<file path="config.mk">
export PLATFORM = sky130hd
export DESIGN_NAME = crc16_frame_encoder_top
export DESIGN_NICKNAME = d
export VERILOG_FILES = /design/src/rtl/core/crc16f_pkg.sv /design/src/rtl/core/crc16f_front.sv /design/src/rtl/core/crc16f_queue.sv /design/src/rtl/core/crc16f_back.sv /design/src/rtl/core/crc16_frame_encoder_top.sv
export SDC_FILE = /design/constraint.sdc
export NUM_CORES = 1
export LEC_CHECK = 0
export BUFFER_PORTS_ARGS = -buffer_cell sky130_fd_sc_hd__buf_4
export CAP_MARGIN = 20
export CORE_AREA = 2 2 161 163
export DETAILED_ROUTE_END_ITERATION = 7
export DIE_AREA = 0 0 163 165
export SETUP_SLACK_MARGIN = 0.1
export SLEW_MARGIN = 10
export SYNTH_ARGS = -nofsm -noshare
export SYNTH_HDL_FRONTEND = slang
export SYNTH_HIERARCHICAL = 1
export SYNTH_SLANG_ARGS = --single-unit
</file>
<file path="constraint.sdc">
create_clock -name clk -period 5.7 [get_ports clk]
set_input_delay 0.57 -clock clk [delete_from_list [all_inputs] [get_ports clk]]
set_output_delay 0.57 -clock clk [all_outputs]
set_load 0.05 [all_outputs]
</file>
<file path="src/rtl/core/crc16f_pkg.sv">
package crc16f_pkg;

  localparam logic [15:0] CRC_INIT = 16'hFFFF;
  localparam logic [15:0] CRC_POLY = 16'h1021;

  localparam logic [7:0] MAGIC_FIRST_RST  = 8'hAA;
  localparam logic [7:0] MAGIC_SECOND_RST = 8'h55;

  localparam int QUEUE_DEPTH = 4;
  localparam int CFG_AW      = 3;
  localparam int CFG_DW      = 32;

  localparam logic REG_MAGIC_FIRST  = 1'b0;
  localparam logic REG_MAGIC_SECOND = 1'b1;

  // one classified payload byte, handed from front to back
  typedef struct packed {
    logic        first;
    logic        last;
    logic [7:0]  data;
    logic [15:0] len;
    logic [15:0] crc;
  } crc16f_desc_t;

  typedef enum logic [2:0] {
    PH_MAGIC1,
    PH_MAGIC2,
    PH_LEN_LO,
    PH_LEN_HI,
    PH_DATA,
    PH_CRC_LO,
    PH_CRC_HI
  } crc16f_phase_t;

  // msb-first crc-16, one byte folded in
  function automatic logic [15:0] crc16f_fold(input logic [15:0] crc, input logic [7:0] b);
    logic [15:0] c;
    c = crc ^ {b, 8'h00};
    for (int k = 0; k < 8; k++) begin
      if (c[15]) c = {c[14:0], 1'b0} ^ CRC_POLY;
      else c = {c[14:0], 1'b0};
    end
    return c;
  endfunction

endpackage

</file>
<file path="src/rtl/core/crc16f_front.sv">
module crc16f_front
  import crc16f_pkg::*;
(
  input  logic         clk,
  input  logic         rst_n,
  input  logic         in_valid,
  output logic         in_ready,
  input  logic [7:0]   in_payload_byte,
  input  logic [15:0]  in_frame_length,
  output logic         push_valid,
  input  logic         push_ready,
  output crc16f_desc_t push_desc
);

  logic [15:0] crc_r, crc_nxt;
  logic [15:0] left_r, left_nxt;
  logic        in_frame_r, in_frame_nxt;

  logic        accept;
  logic        first;
  logic [15:0] eff_len;
  logic [15:0] crc_base;
  logic [15:0] crc_new;
  logic        last;

  assign in_ready   = push_ready;
  assign push_valid = in_valid;
  assign accept     = in_valid && push_ready;

  always_comb begin
    first    = !in_frame_r;
    // a zero length is taken as a one-byte frame
    eff_len  = (in_frame_length == 16'd0) ? 16'd1 : in_frame_length;
    crc_base = first ? CRC_INIT : crc_r;
    if (first) begin
      left_nxt = eff_len - 16'd1;
    end else if (left_r != 16'd0) begin
      left_nxt = left_r - 16'd1;
    end else begin
      left_nxt = 16'd0;
    end
    crc_new      = crc16f_fold(crc_base, in_payload_byte);
    last         = (left_nxt == 16'd0);
    crc_nxt      = last ? CRC_INIT : crc_new;
    in_frame_nxt = !last;

    push_desc.first = first;
    push_desc.last  = last;
    push_desc.data  = in_payload_byte;
    push_desc.len   = in_frame_length;
    push_desc.crc   = crc_new;
  end

  always_ff @(posedge clk) begin
    if (!rst_n) begin
      crc_r      <= CRC_INIT;
      left_r     <= 16'd0;
      in_frame_r <= 1'b0;
    end else if (accept) begin
      crc_r      <= crc_nxt;
      left_r     <= left_nxt;
      in_frame_r <= in_frame_nxt;
    end
  end

endmodule

</file>
<file path="src/rtl/core/crc16f_queue.sv">
module crc16f_queue
  import crc16f_pkg::*;
#(
  parameter int DEPTH = QUEUE_DEPTH
) (
  input  logic         clk,
  input  logic         rst_n,
  input  logic         push_valid,
  output logic         push_ready,
  input  crc16f_desc_t push_desc,
  output logic         pop_valid,
  input  logic         pop_ready,
  output crc16f_desc_t pop_desc
);

  localparam int AW = $clog2(DEPTH);
  localparam int CW = $clog2(DEPTH + 1);

  crc16f_desc_t entry_r [DEPTH];
  logic [AW-1:0] wr_ptr_r, wr_ptr_nxt;
  logic [AW-1:0] rd_ptr_r, rd_ptr_nxt;
  logic [CW-1:0] count_r, count_nxt;
  logic          do_push, do_pop;

  assign push_ready = (count_r != CW'(DEPTH));
  assign pop_valid  = (count_r != '0);
  assign pop_desc   = entry_r[rd_ptr_r];
  assign do_push    = push_valid && push_ready;
  assign do_pop     = pop_valid && pop_ready;

  always_comb begin
    wr_ptr_nxt = wr_ptr_r;
    rd_ptr_nxt = rd_ptr_r;
    count_nxt  = count_r;
    if (do_push) begin
      wr_ptr_nxt = (wr_ptr_r == AW'(DEPTH - 1)) ? '0 : wr_ptr_r + 1'b1;
    end
    if (do_pop) begin
      rd_ptr_nxt = (rd_ptr_r == AW'(DEPTH - 1)) ? '0 : rd_ptr_r + 1'b1;
    end
    if (do_push && !do_pop) begin
      count_nxt = count_r + 1'b1;
    end else if (do_pop && !do_push) begin
      count_nxt = count_r - 1'b1;
    end
  end

  always_ff @(posedge clk) begin
    if (!rst_n) begin
      wr_ptr_r <= '0;
      rd_ptr_r <= '0;
      count_r  <= '0;
    end else begin
      wr_ptr_r <= wr_ptr_nxt;
      rd_ptr_r <= rd_ptr_nxt;
      count_r  <= count_nxt;
    end
  end

  always_ff @(posedge clk) begin
    if (do_push) begin
      entry_r[wr_ptr_r] <= push_desc;
    end
  end

endmodule

</file>
<file path="src/rtl/core/crc16f_back.sv">
module crc16f_back
  import crc16f_pkg::*;
(
  input  logic         clk,
  input  logic         rst_n,
  input  logic         pop_valid,
  output logic         pop_ready,
  input  crc16f_desc_t pop_desc,
  input  logic [7:0]   magic_first,
  input  logic [7:0]   magic_second,
  output logic         out_valid,
  input  logic         out_ready,
  output logic [7:0]   out_byte,
  output logic         out_run_last,
  output logic         out_frame_end
);

  crc16f_phase_t phase_r, phase_nxt;
  crc16f_phase_t cur_ph, step_ph;

  logic       out_valid_r;
  logic [7:0] out_byte_r, byte_nxt;
  logic       run_last_r, run_last_nxt;
  logic       frame_end_r, frame_end_nxt;
  logic       load;

  assign load = pop_valid && (!out_valid_r || out_ready);

  always_comb begin
    // a byte inside a frame skips the header
    cur_ph = (phase_r == PH_MAGIC1 && !pop_desc.first) ? PH_DATA : phase_r;
    frame_end_nxt = 1'b0;
    run_last_nxt  = 1'b0;
    unique case (cur_ph)
      PH_MAGIC1: begin
        byte_nxt = magic_first;
        step_ph  = PH_MAGIC2;
      end
      PH_MAGIC2: begin
        byte_nxt = magic_second;
        step_ph  = PH_LEN_LO;
      end
      PH_LEN_LO: begin
        byte_nxt = pop_desc.len[7:0];
        step_ph  = PH_LEN_HI;
      end
      PH_LEN_HI: begin
        byte_nxt = pop_desc.len[15:8];
        step_ph  = PH_DATA;
      end
      PH_DATA: begin
        byte_nxt     = pop_desc.data;
        run_last_nxt = !pop_desc.last;
        step_ph      = pop_desc.last ? PH_CRC_LO : PH_MAGIC1;
      end
      PH_CRC_LO: begin
        byte_nxt = pop_desc.crc[7:0];
        step_ph  = PH_CRC_HI;
      end
      PH_CRC_HI: begin
        byte_nxt      = pop_desc.crc[15:8];
        run_last_nxt  = 1'b1;
        frame_end_nxt = 1'b1;
        step_ph       = PH_MAGIC1;
      end
      default: begin
        byte_nxt = pop_desc.data;
        step_ph  = PH_MAGIC1;
      end
    endcase
    phase_nxt = load ? step_ph : phase_r;
    pop_ready = load && run_last_nxt;
  end

  always_ff @(posedge clk) begin
    if (!rst_n) begin
      phase_r     <= PH_MAGIC1;
      out_valid_r <= 1'b0;
    end else begin
      phase_r <= phase_nxt;
      if (load) begin
        out_valid_r <= 1'b1;
      end else if (out_ready) begin
        out_valid_r <= 1'b0;
      end
    end
  end

  always_ff @(posedge clk) begin
    if (load) begin
      out_byte_r  <= byte_nxt;
      run_last_r  <= run_last_nxt;
      frame_end_r <= frame_end_nxt;
    end
  end

  assign out_valid     = out_valid_r;
  assign out_byte      = out_byte_r;
  assign out_run_last  = run_last_r;
  assign out_frame_end = frame_end_r;

endmodule

</file>
<file path="src/rtl/core/crc16_frame_encoder_top.sv">
// CRC-16 frame encoder. Takes one payload byte per transfer on the in_ channel
// (the length is sampled with a frame's first byte) and sends the framed stream
// one byte per transfer on the out_ channel: two sync bytes, length low/high,
// the payload bytes, then CRC-16 low/high (poly 0x1021, init 0xFFFF, msb first).
// The front stage computes the CRC and classifies each byte in the cycle it is
// taken, so input transfers can follow back to back while the queue has room;
// the back stage sends one byte per cycle through its output register while
// out_ready is high. A first byte goes out after the sync and length bytes, a
// last byte before the CRC bytes, and the QDEPTH-entry queue absorbs header
// and trailer bursts. The sync bytes are registers at byte addresses 0 and 4.
module crc16_frame_encoder_top
  import crc16f_pkg::*;
#(
  parameter int QDEPTH = QUEUE_DEPTH
) (
  input  logic              clk,
  input  logic              rst_n,
  input  logic              in_valid,
  output logic              in_ready,
  input  logic [7:0]        in_payload_byte,
  input  logic [15:0]       in_frame_length,
  output logic              out_valid,
  input  logic              out_ready,
  output logic [7:0]        out_byte,
  output logic              out_run_last,
  output logic              out_frame_end,
  input  logic              psel,
  input  logic              penable,
  input  logic              pwrite,
  input  logic [CFG_AW-1:0] paddr,
  input  logic [CFG_DW-1:0] pwdata,
  output logic [CFG_DW-1:0] prdata,
  output logic              pready
);

  logic [7:0]   magic_first_r, magic_second_r;
  logic         cfg_wr;
  logic         cfg_sel;
  logic         push_valid, push_ready;
  logic         pop_valid, pop_ready;
  crc16f_desc_t push_desc, pop_desc;

  assign pready  = 1'b1;
  assign cfg_sel = paddr[2];
  assign cfg_wr  = psel && penable && pwrite && pready;

  always_ff @(posedge clk) begin
    if (!rst_n) begin
      magic_first_r  <= MAGIC_FIRST_RST;
      magic_second_r <= MAGIC_SECOND_RST;
    end else if (cfg_wr) begin
      if (cfg_sel == REG_MAGIC_FIRST) magic_first_r <= pwdata[7:0];
      else magic_second_r <= pwdata[7:0];
    end
  end

  always_comb begin
    unique case (cfg_sel)
      REG_MAGIC_FIRST:  prdata = {{(CFG_DW - 8){1'b0}}, magic_first_r};
      REG_MAGIC_SECOND: prdata = {{(CFG_DW - 8){1'b0}}, magic_second_r};
      default:          prdata = '0;
    endcase
  end

  crc16f_front u_front (
    .clk             (clk),
    .rst_n           (rst_n),
    .in_valid        (in_valid),
    .in_ready        (in_ready),
    .in_payload_byte (in_payload_byte),
    .in_frame_length (in_frame_length),
    .push_valid      (push_valid),
    .push_ready      (push_ready),
    .push_desc       (push_desc)
  );

  crc16f_queue #(
    .DEPTH (QDEPTH)
  ) u_queue (
    .clk        (clk),
    .rst_n      (rst_n),
    .push_valid (push_valid),
    .push_ready (push_ready),
    .push_desc  (push_desc),
    .pop_valid  (pop_valid),
    .pop_ready  (pop_ready),
    .pop_desc   (pop_desc)
  );

  crc16f_back u_back (
    .clk           (clk),
    .rst_n         (rst_n),
    .pop_valid     (pop_valid),
    .pop_ready     (pop_ready),
    .pop_desc      (pop_desc),
    .magic_first   (magic_first_r),
    .magic_second  (magic_second_r),
    .out_valid     (out_valid),
    .out_ready     (out_ready),
    .out_byte      (out_byte),
    .out_run_last  (out_run_last),
    .out_frame_end (out_frame_end)
  );

endmodule

</file>
==> results.cfg <==
[outcome]
status = completed

[logic_synthesis]
synthMuxAreaShare = 0.114
yosys_warnings = 6
synthesis.area_sq_mm = 0.0114
synthXorXnorAreaFrac = 0.0299
synth-seq-cells = 240
synthFlopType = edfxtp_1
synth-edff-count = 178
async_flop_share = 0
synthCells = 863
seq_area_frac_synth = 0.577
synth.distinct_cells = 85
syn_avg_cell_area_sq_um = 13.2
synth_top_family_by_area = multiplexers
synth-simple-area-share = 0.111
synth_compound_area_frac = 0.0932
synthAdderAreaFrac = 0.0105

[place]
gp_congestion = 0.852
io_buffers = 59
dp_hpwl_mm = 15.8
post-place-ws_ps = 1110

[pwr]
switching_share = 0.323
pwr-share-comb = 0.289
internal_power_mw = 3.82
p_leak_nw = 4.27
ir_drop_mv = 0.323
p_seq_frac = 0.424
power_frac_clock = 0.286
p_switching_mw = 1.82
power_mw = 5.64
power.density_mw_per_mm2 = 447

[route]
via_per_inst = 5.48
via_count = 6784
routedWlPerCell_microns = 19.9
routed_wl_mm = 24.6
drt_iter0_markers = 539
antenna_left = 0
first_pass_iters = 6
drc = 0

[floorplanning]
pin_count = 111
die_h_microns = 165
dieWidth_microns = 163
core_area_sq_mm = 0.0250
fp.dieArea_sq_mm = 0.0269
start_util = 0.456
num_rows = 58

[timing]
fin_crit_ps = 4120
post-route-period-util = 0.722
rsz0062_at_grt = no
tightest_slew_ps = 1010
final-setup-viol-count = 0
clock_skew_ps = 10.4
setup_ws_ps = 1580
final-hold-violation-count = 0
drv_slew = 0
slew_headroom = 0.323
max_freq_mhz = 243
setup_tns_ps = 0

[finish]
area_growth_pct = 10.5
nets = 963
final_util = 0.504
antennaDiodeCount = 0
drive_gt1_frac = 0.211
fillers = 2164

[worst_setup_path]
arrival_ps = 4560
critPathMaxStageDelay_ps = 600
cp-start-kind = primary input
cpLargestDelayFamily = simple AND/OR/NAND/NOR gates
slowest_stage = or4_1
rr_endpoint = u_front/crc_r[3]$_SDFFE_PN1P_
cp-end-kind = register
path_buf_inv = 3
critPathRequiredTime_ps = 6140
path_class = in -> reg
cp_max_fo = 16
r2r_start = u_front/left_r[3]$_SDFFE_PN0P_
crit_chain = buf_4, nor4_2, nand4_1, o21bai_1, inv_1, ha_1, xor2_1, or3_1, a221o_1, or4_1, or4_1, buf_4, a21oi_1
r2r_cells = 8
r2r_setup_slack_ps = 2080

[global_routing]
overflow = 0
grt_pass1_wl_mm = 38.1
antenna_found_initial = 0
grt_pass1_vias = 6586
grt_max_degree = 67
track_usage = 0.184

[clock_tree]
cts-buffers-inserted = 26
ctsResizeCount = 0
cts_max_path_buffers = 3
cts_sinks = 240
cts_hold_buf = 0
clock_latency_ps = 520
cts_tree = done
clk_pin_slew_ps = 60
cts_root_buf = clkbuf_16
htreeDepth = 1
cts_setup_buffers = 0

[worst_hold_path]
hold_start = in_payload_byte[2]
hold_end = u_queue/entry_r[0][34]$_DFFE_PP_
hold_class = in -> reg
holdPathStages = 1

[run]
maxCapViolations = 0
## layer usage
layer / share of wire / vias up / GRT usage
li1: - / 3218 / -
met1: 0.47 / 3380 / 0.260
met2: 0.48 / 164 / 0.304
met3: 0.043 / 22 / 0.0256
met4: 0.011 / 0 / 0.0394
met5: 0 / - / 0
## worst max-delay path by stage
stage	from	to	slack [ps]	depth (start not counted)
6_report	in_frame_length[6]	u_front/crc_r[3]$_SDFFE_PN1P_	1580	13
5_1_grt	in_frame_length[6]	u_front/crc_r[3]$_SDFFE_PN1P_	1410	13
4_1_cts	in_frame_length[6]	u_front/crc_r[3]$_SDFFE_PN1P_	1640	13
3_5_place_dp	in_frame_length[6]	u_front/crc_r[3]$_SDFFE_PN1P_	1110	13
3_3_place_gp	in_frame_length[6]	u_front/crc_r[1]$_SDFFE_PN1P_	1150	13
2_1_floorplan	in_frame_length[6]	u_queue/entry_r[0][40]$_DFFE_PP_	1660	14
## power groups by stage
stage	clock, mW	sequential [mW]	combinational [mW]
6_report	1.61	2.39	1.63
5_1_grt	1.71	2.42	1.77
4_1_cts	1.64	2.39	1.65
3_5_place_dp	0	2.43	1.64
3_3_place_gp	0	2.42	1.63
2_1_floorplan	0	2.50	1.14
## area by class of cell
type / instances / area, sq um / area share
flip-flops and latches: 240 / 6590 / 0.522
multi-input cells: 530 / 4190 / 0.332
clock buffers: 42 / 772 / 0.0612
repair buffers: 70 / 526 / 0.0416
well taps: 330 / 413 / 0.0327
inverters: 20 / 75.1 / 0.00595
clock inverters: 6 / 55.1 / 0.00436
## sequential cells by signal, summed over array words and instances (netlist names), 2 cells and up, named ones only
name and count:
u_queue/entry_r 168, u_front/crc_r 16, u_front/left_r 16, magic_first_r 8, magic_second_r 8, u_back/out_byte 8, u_back/phase_r 3, u_queue/count_r 3
u_queue/rd_ptr_r 2, u_queue/wr_ptr_r 2
## logic make-up (layout without fill, tap and decap cells)
kind of cell,count (synthesis),in the layout
mux,77,77
other cells,2,25
xor+xnor,39,39
flops,240,240
simple gates,237,237
compound gates,143,143
buf+inv,116,138
fa+ha+maj,9,9
## cell usage after synthesis (10+ instances only)
library cell / instances / share of area
a21oi_1: 31 / 0.014
buf_4: 58 / 0.038
clkbuf_1: 21 / 0.0069
dfxtp_1: 62 / 0.11
edfxtp_1: 178 / 0.47
inv_1: 19 / 0.0062
mux2i_1: 26 / 0.023
mux4_2: 42 / 0.083
nand2_1: 48 / 0.016
nor2_1: 67 / 0.022
nor2b_1: 30 / 0.016
nor3_1: 15 / 0.0066
o21ai_0: 27 / 0.012
or3_1: 10 / 0.0055
xnor2_1: 34 / 0.026
## metrics by stage
step           area (sq um)  hold WS [ps]  instances
6_report              12600           274       1238
3_5_place_dp          11800           470       1190
4_1_cts               12600           259       1238
3_3_place_gp          11800           462       1190
5_1_grt               12600           262       1238
2_1_floorplan         11500           444        886
## cell usage in the layout, fill, tap and decap left out, types with 5 or more instances in the layout
| cell type | instances |
|---|---|
| mux4_2 | 42 |
| ha_1 | 8 |
| nand2b_1 | 7 |
| a21oi_4 | 9 |
| xnor2_1 | 34 |
| clkbuf_16 | 27 |
| o21ai_0 | 27 |
| dfxtp_1 | 60 |
| buf_4 | 70 |
| mux2i_1 | 26 |
| o221ai_1 | 6 |
| o31ai_1 | 5 |
| edfxtp_1 | 178 |
| clkinv_2 | 5 |
| nand4_1 | 5 |
| nor2b_1 | 30 |
| inv_1 | 19 |
| xor2_1 | 5 |
| nand3_1 | 7 |
| clkbuf_1 | 11 |
| a22oi_1 | 6 |
| or4_1 | 7 |
| a31oi_1 | 6 |
| conb_1 | 25 |
| a21oi_1 | 31 |
| a21boi_0 | 6 |
| nor2_1 | 67 |
| nor3_1 | 15 |
| or3_1 | 10 |
| nand2_1 | 48 |
| mux2_2 | 9 |
No activity file was read; power rests on OpenSTA's default activity.
